===== config.mk =====
export PLATFORM = sky130hd
export DESIGN_NAME = stereo_peak_envelope_follower_flat
export DESIGN_NICKNAME = d
export VERILOG_FILES = /design/src/rtl/core/spef_pkg.sv /design/src/rtl/core/spef_if.sv /design/src/rtl/core/spef_short.sv /design/src/rtl/core/spef_long.sv /design/src/rtl/core/stereo_peak_envelope_follower.sv /design/src/flat_wrapper.sv
export SDC_FILE = /design/constraint.sdc
export NUM_CORES = 2
export LEC_CHECK = 0
export BUFFER_PORTS_ARGS = -buffer_cell sky130_fd_sc_hd__buf_2
export CAP_MARGIN = 20
export CORE_MARGIN = 2
export CORE_UTILIZATION = 40
export DETAILED_ROUTE_END_ITERATION = 10
export PLACE_DENSITY_LB_ADDON = 0.1
export SETUP_SLACK_MARGIN = 0.3
export SLEW_MARGIN = 20
export SYNTH_ARGS = -nofsm -noshare
export SYNTH_HDL_FRONTEND = slang
export SYNTH_SLANG_ARGS = --single-unit
export TNS_END_PERCENT = 5

===== constraint.sdc =====
create_clock -name clk -period 12.85 [get_ports clk]
set_input_delay 1.9275 -clock clk [delete_from_list [all_inputs] [get_ports clk]]
set_output_delay 1.9275 -clock clk [all_outputs]
set_load 0.005 [all_outputs]

===== src/rtl/core/spef_pkg.sv =====
// Shared types, constants and helpers for the stereo peak envelope follower.
`timescale 1ns / 1ps

package spef_pkg;

  // Widths of the sample containers, the magnitudes and the reported levels.
  localparam int SAMPLE_W   = 32;
  localparam int MAG_W      = 24;
  localparam int OUT_W      = 24;
  localparam int CALC_W     = 32;
  localparam int SHIFT_W    = 5;
  localparam int CFG_IDX_W  = 3;
  localparam int CFG_DATA_W = 5;
  localparam int NORM_SHIFT = 8;

  // Configuration register indexes.
  localparam logic [CFG_IDX_W-1:0] CFG_TRACKING_ENABLE  = 3'd0;
  localparam logic [CFG_IDX_W-1:0] CFG_SAMPLE_IS_16BIT  = 3'd1;
  localparam logic [CFG_IDX_W-1:0] CFG_RISE_SHIFT       = 3'd2;
  localparam logic [CFG_IDX_W-1:0] CFG_FALL_SHIFT       = 3'd3;
  localparam logic [CFG_IDX_W-1:0] CFG_FAST_DECAY_SHIFT = 3'd4;
  localparam logic [CFG_IDX_W-1:0] CFG_SLOW_DECAY_SHIFT = 3'd5;

  // Reset values of the shift registers.
  localparam logic [SHIFT_W-1:0] RISE_SHIFT_RST       = 5'd12;
  localparam logic [SHIFT_W-1:0] FALL_SHIFT_RST       = 5'd16;
  localparam logic [SHIFT_W-1:0] FAST_DECAY_SHIFT_RST = 5'd12;
  localparam logic [SHIFT_W-1:0] SLOW_DECAY_SHIFT_RST = 5'd20;

  // Configuration as seen by both update stages.
  typedef struct packed {
    logic               tracking_enable;
    logic               sample_is_16bit;
    logic [SHIFT_W-1:0] rise_shift;
    logic [SHIFT_W-1:0] fall_shift;
    logic [SHIFT_W-1:0] fast_decay_shift;
    logic [SHIFT_W-1:0] slow_decay_shift;
  } cfg_t;

  // Move a level down toward a lower target by a shifted fraction of the gap,
  // landing on the target when the step would pass zero.
  function automatic logic [CALC_W-1:0] fall_toward(
    input logic [CALC_W-1:0]  high,
    input logic [CALC_W-1:0]  low,
    input logic [SHIFT_W-1:0] shift
  );
    logic [CALC_W-1:0] delta;
    delta = (high - low) >> shift;
    return (high > delta) ? (high - delta) : low;
  endfunction

endpackage


===== src/rtl/core/spef_if.sv =====
// Valid/ready channel interfaces for sample pairs and level results.
`timescale 1ns / 1ps

interface spef_pair_if;
  logic                                valid;
  logic                                ready;
  logic signed [spef_pkg::SAMPLE_W-1:0] left_sample;
  logic signed [spef_pkg::SAMPLE_W-1:0] right_sample;

  modport source (output valid, output left_sample, output right_sample, input ready);
  modport sink   (input valid, input left_sample, input right_sample, output ready);
endinterface

interface spef_level_if;
  logic                         valid;
  logic                         ready;
  logic [spef_pkg::OUT_W-1:0]   left_short_level;
  logic [spef_pkg::OUT_W-1:0]   left_long_level;
  logic [spef_pkg::OUT_W-1:0]   right_short_level;
  logic [spef_pkg::OUT_W-1:0]   right_long_level;

  modport source (output valid, output left_short_level, output left_long_level,
                  output right_short_level, output right_long_level, input ready);
  modport sink   (input valid, input left_short_level, input left_long_level,
                  input right_short_level, input right_long_level, output ready);
endinterface


===== src/rtl/core/spef_short.sv =====
// Input register, sample normalisation and short peak level update stage.
`timescale 1ns / 1ps

module spef_short #(
  parameter int LEVEL_BITS = 24
) (
  input  logic                         clk,
  input  logic                         rst,
  input  spef_pkg::cfg_t               cfg,
  spef_pair_if.sink                    in_pair,
  output logic                         s_valid,
  input  logic                         s_ready,
  output logic [1:0][LEVEL_BITS-1:0]   s_level
);
  import spef_pkg::*;

  localparam logic [CALC_W:0] LEVEL_MAX = (33'd1 << LEVEL_BITS) - 33'd1;

  logic                              in_valid;
  logic [1:0][SAMPLE_W-1:0]          in_raw;
  logic [1:0][LEVEL_BITS-1:0]        short_level;
  logic [1:0][LEVEL_BITS-1:0]        short_level_next;
  logic [1:0][LEVEL_BITS-1:0]        mag;
  logic                              stage_ready;
  logic                              move;

  // Magnitude of one container sample, 24 bits wide.
  function automatic logic [MAG_W-1:0] magnitude(
    input logic [SAMPLE_W-1:0] raw,
    input logic                is16
  );
    logic [15:0]      h;
    logic [15:0]      m16;
    logic [MAG_W-1:0] v;
    logic [MAG_W-1:0] m24;
    h   = raw[SAMPLE_W-1 -: 16];
    m16 = h[15] ? (~h + 16'd1) : h;
    v   = raw[SAMPLE_W-1 -: MAG_W];
    m24 = v[MAG_W-1] ? (~v + 24'd1) : v;
    return is16 ? {m16, 8'd0} : m24;
  endfunction

  // Handshake: the input register refills whenever its request moves on.
  assign stage_ready   = !s_valid || s_ready;
  assign in_pair.ready = !in_valid || stage_ready;
  assign move          = in_valid && stage_ready;

  // Normalise, saturate to the level width and update the short levels.
  always_comb begin
    logic [CALC_W:0]   m_ext;
    logic [CALC_W-1:0] s32;
    logic [CALC_W-1:0] m32;
    logic [CALC_W-1:0] upd;
    for (int ch = 0; ch < 2; ch++) begin
      m_ext   = 33'(magnitude(in_raw[ch], cfg.sample_is_16bit));
      mag[ch] = (m_ext > LEVEL_MAX) ? LEVEL_MAX[LEVEL_BITS-1:0] : m_ext[LEVEL_BITS-1:0];
      s32     = 32'(short_level[ch]);
      m32     = 32'(mag[ch]);
      if (m32 > s32) begin
        upd = s32 + ((m32 - s32) >> cfg.rise_shift);
      end else begin
        upd = fall_toward(s32, m32, cfg.fall_shift);
      end
      short_level_next[ch] = cfg.tracking_enable ? LEVEL_BITS'(upd) : short_level[ch];
    end
  end

  // Input register, short level state and the register toward the long stage.
  always_ff @(posedge clk) begin
    if (rst) begin
      in_valid    <= 1'b0;
      s_valid     <= 1'b0;
      short_level <= '0;
    end else begin
      if (in_pair.ready) begin
        in_valid <= in_pair.valid;
      end
      if (stage_ready) begin
        s_valid <= in_valid;
      end
      if (move) begin
        short_level <= short_level_next;
      end
    end
  end

  always_ff @(posedge clk) begin
    if (in_pair.valid && in_pair.ready) begin
      in_raw[0] <= in_pair.left_sample;
      in_raw[1] <= in_pair.right_sample;
    end
    if (move) begin
      s_level <= short_level_next;
    end
  end

`ifndef ASSERT_OFF
  // With tracking off the short levels never move.
  assert property (@(posedge clk) disable iff (rst)
    (move && !cfg.tracking_enable) |=> $stable(short_level))
    else $error("short level changed while tracking is disabled");

  // A new left short level lies between the old left level and the magnitude.
  assert property (@(posedge clk) disable iff (rst)
    (in_valid && cfg.tracking_enable) |->
      ((short_level_next[0] >= mag[0] && short_level_next[0] <= short_level[0]) ||
       (short_level_next[0] <= mag[0] && short_level_next[0] >= short_level[0])))
    else $error("left short level left its bracket");

  // A request waiting for the long stage keeps its levels.
  assert property (@(posedge clk) disable iff (rst)
    (s_valid && !s_ready) |=> (s_valid && $stable(s_level)))
    else $error("stalled short level request was lost");
`endif

endmodule


===== src/rtl/core/spef_long.sv =====
// Long level update stage and result register.
`timescale 1ns / 1ps

module spef_long #(
  parameter int LEVEL_BITS = 24
) (
  input  logic                         clk,
  input  logic                         rst,
  input  spef_pkg::cfg_t               cfg,
  input  logic                         s_valid,
  output logic                         s_ready,
  input  logic [1:0][LEVEL_BITS-1:0]   s_level,
  spef_level_if.source                 out_level
);
  import spef_pkg::*;

  logic [1:0][LEVEL_BITS-1:0] long_level;
  logic [1:0][LEVEL_BITS-1:0] long_level_next;
  logic                       move;

  // The result register takes a new request whenever it is empty or being read.
  assign s_ready = !out_level.valid || out_level.ready;
  assign move    = s_valid && s_ready;

  // Long level: jump up to the short level, otherwise leak down fast or slow.
  always_comb begin
    logic [CALC_W-1:0] s32;
    logic [CALC_W-1:0] l32;
    logic [CALC_W-1:0] upd;
    for (int ch = 0; ch < 2; ch++) begin
      s32 = 32'(s_level[ch]);
      l32 = 32'(long_level[ch]);
      if (s32 > l32) begin
        upd = s32;
      end else if (s32 < (l32 >> 2)) begin
        upd = fall_toward(l32, s32, cfg.fast_decay_shift);
      end else begin
        upd = fall_toward(l32, s32, cfg.slow_decay_shift);
      end
      long_level_next[ch] = cfg.tracking_enable ? LEVEL_BITS'(upd) : long_level[ch];
    end
  end

  // Long level state and result valid.
  always_ff @(posedge clk) begin
    if (rst) begin
      out_level.valid <= 1'b0;
      long_level      <= '0;
    end else begin
      if (s_ready) begin
        out_level.valid <= s_valid;
      end
      if (move) begin
        long_level <= long_level_next;
      end
    end
  end

  // Result payload.
  always_ff @(posedge clk) begin
    if (move) begin
      out_level.left_short_level  <= OUT_W'(s_level[0]);
      out_level.left_long_level   <= OUT_W'(long_level_next[0]);
      out_level.right_short_level <= OUT_W'(s_level[1]);
      out_level.right_long_level  <= OUT_W'(long_level_next[1]);
    end
  end

`ifndef ASSERT_OFF
  // While tracking, the long level never ends below the short level.
  assert property (@(posedge clk) disable iff (rst)
    (move && cfg.tracking_enable) |->
      (long_level_next[0] >= s_level[0] && long_level_next[1] >= s_level[1]))
    else $error("long level fell below short level");

  // With tracking off the long levels never move.
  assert property (@(posedge clk) disable iff (rst)
    (move && !cfg.tracking_enable) |=> $stable(long_level))
    else $error("long level changed while tracking is disabled");

  // The result register only empties through a completed request.
  assert property (@(posedge clk) disable iff (rst)
    (out_level.valid && !out_level.ready) |=> out_level.valid)
    else $error("result dropped without being taken");
`endif

endmodule


===== src/rtl/core/stereo_peak_envelope_follower.sv =====
// Top level of the stereo peak envelope follower.
`timescale 1ns / 1ps

// Stereo peak envelope follower. Takes one stereo pair of 32-bit container
// samples per request and returns one request holding the short and long
// levels of both channels after that pair. A new pair is taken every clock
// cycle while the result side does not stall; a pair is taken into the
// input register, the short level stage then registers its levels and the
// long level stage then loads the result register. The rate is set by the
// two level updates, each of which feeds its own state register back. The
// configuration registers are written through cfg_we, cfg_index and cfg_data;
// the user must write them only while no pair is in flight, as the block
// itself does not enforce this.
module stereo_peak_envelope_follower #(
  parameter int LEVEL_BITS = 24
) (
  input  logic                              clk,
  input  logic                              rst,
  spef_pair_if.sink                         in_pair,
  spef_level_if.source                      out_level,
  input  logic                              cfg_we,
  input  logic [spef_pkg::CFG_IDX_W-1:0]    cfg_index,
  input  logic [spef_pkg::CFG_DATA_W-1:0]   cfg_data
);
  import spef_pkg::*;

  cfg_t                       cfg;
  logic                       s_valid;
  logic                       s_ready;
  logic [1:0][LEVEL_BITS-1:0] s_level;

  // Configuration register file.
  always_ff @(posedge clk) begin
    if (rst) begin
      cfg.tracking_enable  <= 1'b0;
      cfg.sample_is_16bit  <= 1'b0;
      cfg.rise_shift       <= RISE_SHIFT_RST;
      cfg.fall_shift       <= FALL_SHIFT_RST;
      cfg.fast_decay_shift <= FAST_DECAY_SHIFT_RST;
      cfg.slow_decay_shift <= SLOW_DECAY_SHIFT_RST;
    end else if (cfg_we) begin
      unique case (cfg_index)
        CFG_TRACKING_ENABLE:  cfg.tracking_enable  <= cfg_data[0];
        CFG_SAMPLE_IS_16BIT:  cfg.sample_is_16bit  <= cfg_data[0];
        CFG_RISE_SHIFT:       cfg.rise_shift       <= cfg_data;
        CFG_FALL_SHIFT:       cfg.fall_shift       <= cfg_data;
        CFG_FAST_DECAY_SHIFT: cfg.fast_decay_shift <= cfg_data;
        CFG_SLOW_DECAY_SHIFT: cfg.slow_decay_shift <= cfg_data;
        default: ;
      endcase
    end
  end

  // Short level stage.
  spef_short #(
    .LEVEL_BITS(LEVEL_BITS)
  ) u_short (
    .clk     (clk),
    .rst     (rst),
    .cfg     (cfg),
    .in_pair (in_pair),
    .s_valid (s_valid),
    .s_ready (s_ready),
    .s_level (s_level)
  );

  // Long level stage and result register.
  spef_long #(
    .LEVEL_BITS(LEVEL_BITS)
  ) u_long (
    .clk       (clk),
    .rst       (rst),
    .cfg       (cfg),
    .s_valid   (s_valid),
    .s_ready   (s_ready),
    .s_level   (s_level),
    .out_level (out_level)
  );

endmodule

===== src/flat_wrapper.sv =====
// flat-port wrapper written by rule: the top's interface ports become plain ports
module stereo_peak_envelope_follower_flat import spef_pkg::*;
#(
  parameter int LEVEL_BITS = 24
)
  (clk, rst, cfg_we, cfg_index, cfg_data, in_pair_valid, in_pair_left_sample, in_pair_right_sample, in_pair_ready, out_level_valid, out_level_left_short_level, out_level_left_long_level, out_level_right_short_level, out_level_right_long_level, out_level_ready);
  spef_pair_if in_pair_i ();
  spef_level_if out_level_i ();
  input  logic clk;
  input  logic rst;
  input  logic cfg_we;
  input  logic [spef_pkg::CFG_IDX_W-1:0] cfg_index;
  input  logic [spef_pkg::CFG_DATA_W-1:0] cfg_data;
  input wire logic [$bits(in_pair_i.valid)-1:0] in_pair_valid;
  input wire logic [$bits(in_pair_i.left_sample)-1:0] in_pair_left_sample;
  input wire logic [$bits(in_pair_i.right_sample)-1:0] in_pair_right_sample;
  output wire logic [$bits(in_pair_i.ready)-1:0] in_pair_ready;
  output wire logic [$bits(out_level_i.valid)-1:0] out_level_valid;
  output wire logic [$bits(out_level_i.left_short_level)-1:0] out_level_left_short_level;
  output wire logic [$bits(out_level_i.left_long_level)-1:0] out_level_left_long_level;
  output wire logic [$bits(out_level_i.right_short_level)-1:0] out_level_right_short_level;
  output wire logic [$bits(out_level_i.right_long_level)-1:0] out_level_right_long_level;
  input wire logic [$bits(out_level_i.ready)-1:0] out_level_ready;
  assign in_pair_i.valid = in_pair_valid;
  assign in_pair_i.left_sample = in_pair_left_sample;
  assign in_pair_i.right_sample = in_pair_right_sample;
  assign in_pair_ready = in_pair_i.ready;
  assign out_level_valid = out_level_i.valid;
  assign out_level_left_short_level = out_level_i.left_short_level;
  assign out_level_left_long_level = out_level_i.left_long_level;
  assign out_level_right_short_level = out_level_i.right_short_level;
  assign out_level_right_long_level = out_level_i.right_long_level;
  assign out_level_i.ready = out_level_ready;
  stereo_peak_envelope_follower #(.LEVEL_BITS(LEVEL_BITS)) u_core (.clk(clk), .rst(rst), .in_pair(in_pair_i), .out_level(out_level_i), .cfg_we(cfg_we), .cfg_index(cfg_index), .cfg_data(cfg_data));
endmodule

==> metrics.csv <==
stage;metric;value;unit
logic_synthesis;ys_dominant_reg_cell;edfxtp_1;
global_routing;maximum_number_of_pins_on_one_net_before_global_route_repair;89;
worst_hold_path;worst_hold_startpoint;u_core.u_long.long_level[0];
die;die_w;334;um
pwr;power_density;81.2;nW/um2
timing;achievable-frequency;0.0920;GHz
clock_tree;clock_path_buffers;3;
placed_design;dpl.hpwl;141;mm
final_layout;layout_common_cells;590 x nand2_1, 539 x a21oi_1, 536 x nor2_1;
global_routing;grt_pass1_vias;41200;
pwr;power;3.80;mW
clock_tree;root_buffer;clkbuf_16;
die;initial_core_util;40.5;%
global_routing;grt_pass1_wl;268;mm
die;chipHeight;334;um
worst_setup_path;timing.setup.critical_path_class;reg2reg;
global_routing;grtUsageMet3;4.82;%
timing;final_period_minus_worst_setup_slack;10.87;ns
timing;final.period_utilization;84.6;%
routing;detailroute.via_count;45100;
worst_setup_path;regToRegSetupSlack;1.98;ns
routing;drt_drc_violations_left;0;
clock_tree;numCtsBuffers;42;
worst_setup_path;worst_ep_arrival_time;11.24;ns
worst_setup_path;worst_r2r_endpoint;u_core.u_short.s_level[28];
worst_setup_path;worstRegToRegCells;29;
final_layout;multi_input_area;32900;um2
worst_setup_path;rr_startpoint;u_core.u_short.in_raw[42];
clock_tree;hold_buffers;0;
final_layout;nets;6170;
timing;finalHoldViolCount;0;
worst_setup_path;slowest_stage;o41ai_1;
die;floorplan.rows;120;
final_layout;final_layout_size_suffix_gt1_share;9.11;%
global_routing;groute.layer.met1.usage;43.0;%
logic_synthesis;postSynthCellCount;5771;
clock_tree;post-cts-setup-buffer-count;0;
clock_tree;clk_latency;0.65;ns
routing;dr.pass1.iters;8;
logic_synthesis;async_flop_share;0;%
logic_synthesis;yosys_warnings;0;
routing;drt.antenna.violating_nets;0;
timing;timing_max_transition_violations_final;0;
logic_synthesis;synth-seq-area-share;18.8;%
worst_setup_path;critical_path_peak_fanout;32;
run_status;outcome;finished clean;
global_routing;groute.usage.overall;31.2;%
logic_synthesis;synth_edf_count;192;
logic_synthesis;synth_seq_cells;313;
clock_tree;htree_levels;2;
final_layout;syn2layout_area_growth;7.64;%
timing;fin_setup_tns;0;ns
die;floorplan.io_pins;175;
run;drv.max_cap_violation_count;0;
clock_tree;cts_tree;built;
pwr;pleak;19.7;nW
final_layout;final_layout_fill_cell_count;11200;
worst_hold_path;hold_crit_endpoint;u_core.u_long.long_level[0];
die;core-area;108000;um2
global_routing;groute.layer.met2.usage;49.8;%
worst_setup_path;worst_setup_path_end_kind;flip-flop;
worst_setup_path;critical_path.most_common_cell;o21ai_0;
die;dieArea;111000;um2
timing;slew_headroom;21.1;%
global_routing;initial_antenna_violation_count;1;
placed_design;finalWeightedCongestion;0.978;
logic_synthesis;mapped_nets;6226;
final_layout;antenna_cells;0;
worst_setup_path;crit_path_start_kind;flip-flop;
worst_hold_path;hold_path_depth;2;
worst_setup_path;required;13.22;ns
timing;unrepaired_setup_endpoints_after_global_routing;false;
routing;detailedRoute.firstIterationViolations;4947;
logic_synthesis;syn-cell-area;43500;um2
placed_design;port_buffers;158;
logic_synthesis;cell_types_occupying_the_most_area_after_synthesis;edfxtp_1 13%, ha_1 10%, a21oi_1 6.2%, dfxtp_1 5.6%, nand2_1 5.1%;
final_layout;seq_area;8210;um2
routing;routed_wirelength;181;mm
timing;setup_viol;0;
global_routing;grt_max_usage_layer;met2;
pwr;peakVddDrop;0.0000929;V
worst_hold_path;timing.hold.worst.class;reg2reg;
logic_synthesis;average_size_of_a_mapped_cell;7.54;um2
clock_tree;post_cts_resized;0;
logic_synthesis;synth_top_area_share;13.3;%
final_layout;mostFrequentLayoutCell;nand2_1;
timing;slew_at_the_pin_closest_to_its_max_slew_limit;1.17;ns
timing;fin_skew;0.0441;ns
global_routing;gr-total-overflow;0;
routing;vias_per_cell;6.31;
clock_tree;numClockSinks;313;
worst_setup_path;slowest_delay;0.98;ns
clock_tree;clk_transition_reported_paths;0.07;ns
logic_synthesis;synth.distinct_cells;109;
routing;routedWlPerCell;25.4;um
logic_synthesis;synthDominantAreaCellType;edfxtp_1;
-- how the worst max path moves through the flow --
stage	from	endpoint	slack, ns	cells past startpoint
floorplan	u_core.u_short.in_raw[52]	u_core.u_short.s_level[46]	5.25	31
global route	u_core.u_short.in_raw[42]	u_core.u_short.s_level[28]	1.56	29
finish	u_core.u_short.in_raw[42]	u_core.u_short.s_level[28]	1.98	29
CTS	u_core.u_short.in_raw[42]	u_core.u_short.s_level[28]	2.23	29
detailed placement	u_core.u_short.in_raw[40]	u_core.u_short.s_level[28]	2.27	29
global placement	u_core.u_short.in_raw[42]	u_core.u_short.s_level[28]	2.38	29
-- metrics by stage --
step	utilization, %	hold slack (ns)	cells	setup slack, ns	cell area [um2]
2_1_floorplan	-	0.436	5771	5.25	43500
5_1_grt	43.5	0.486	7152	1.56	46800
3_3_place_gp	42.3	0.443	7074	2.38	45400
4_1_cts	43.5	0.457	7152	2.23	46800
6_report	43.5	0.455	7152	1.98	46800
3_5_place_dp	42.3	0.448	7074	2.27	45400
-- power breakdown --
part           switching (mW)  total, mW  internal (mW)
clock                   0.513       1.20          0.685
combinational           0.955       1.47          0.518
sequential             0.0376       1.13           1.09
total                    1.51       3.80           2.30
-- worst max-delay path, delay by kind of cell (launching register included) --
kind | cells | cell delay (ns)
compound gates | 17 | 5.34
simple gates | 9 | 3.45
fa+ha+maj | 2 | 0.98
flops | 1 | 0.48
buf+inv | 1 | 0.30
-- cell families (layout without fill, tap and decap cells) --
family	after synthesis	count (layout)	synth area share [%]
XOR/XNOR	311	311	6.28
AND/OR/NAND/NOR	1750	1750	18.4
flip-flops	313	313	18.8
AO/OA/AOI/OAI	2028	2028	31.1
multiplexers	324	324	8.36
buffers and inverters	666	644	5.83
adder cells (fa/ha/maj)	379	379	11.1
-- cell type report --
type | count | area share, %
multi-input combinational | 4792 | 70.2
sequential | 313 | 17.5
tap | 1403 | 3.75
timing repair buffer | 234 | 2.91
inverter | 332 | 2.66
clock buffer | 58 | 2.42
clock inverter | 20 | 0.505
-- cell usage after synthesis (65+ instances only) --
cell type / count
nand2_1: 590
a21oi_1: 540
nor2_1: 538
ha_1: 364
o21ai_0: 348
inv_1: 317
clkbuf_1: 276
mux2i_1: 216
xnor2_1: 212
edfxtp_1: 192
a21o_1: 162
a211oi_1: 137
dfxtp_1: 121
nand3_1: 117
nor3_1: 112
xor2_1: 98
mux2_2: 85
o22ai_1: 81
o211ai_1: 80
o21a_1: 76
o31ai_1: 65
-- flip-flops by register name, indices dropped and copies added, names as in the netlist --
register                                   count
u_core.u_short.in_valid                        1
u_core.u_long.out_level.left_short_level      24
u_core.u_short.short_level                    48
u_core.u_short.in_raw                         48
u_core.u_long.out_level.right_long_level      24
u_core.u_short.s_level                        48
u_core.u_long.long_level                      48
u_core.u_long.out_level.valid                  1
u_core.u_short.s_valid                         1
u_core.u_long.out_level.right_short_level     24
u_core.cfg                                    22
u_core.u_long.out_level.left_long_level       24
-- layer usage --
metal | vias to the layer above | share of wire, %
met5 | - | 0.0044
met4 | 2 | 3.3
met3 | 246 | 7.3
met2 | 1801 | 45
met1 | 21700 | 45
li1 | 21400 | -
No activity file was read; power rests on OpenSTA's default activity.
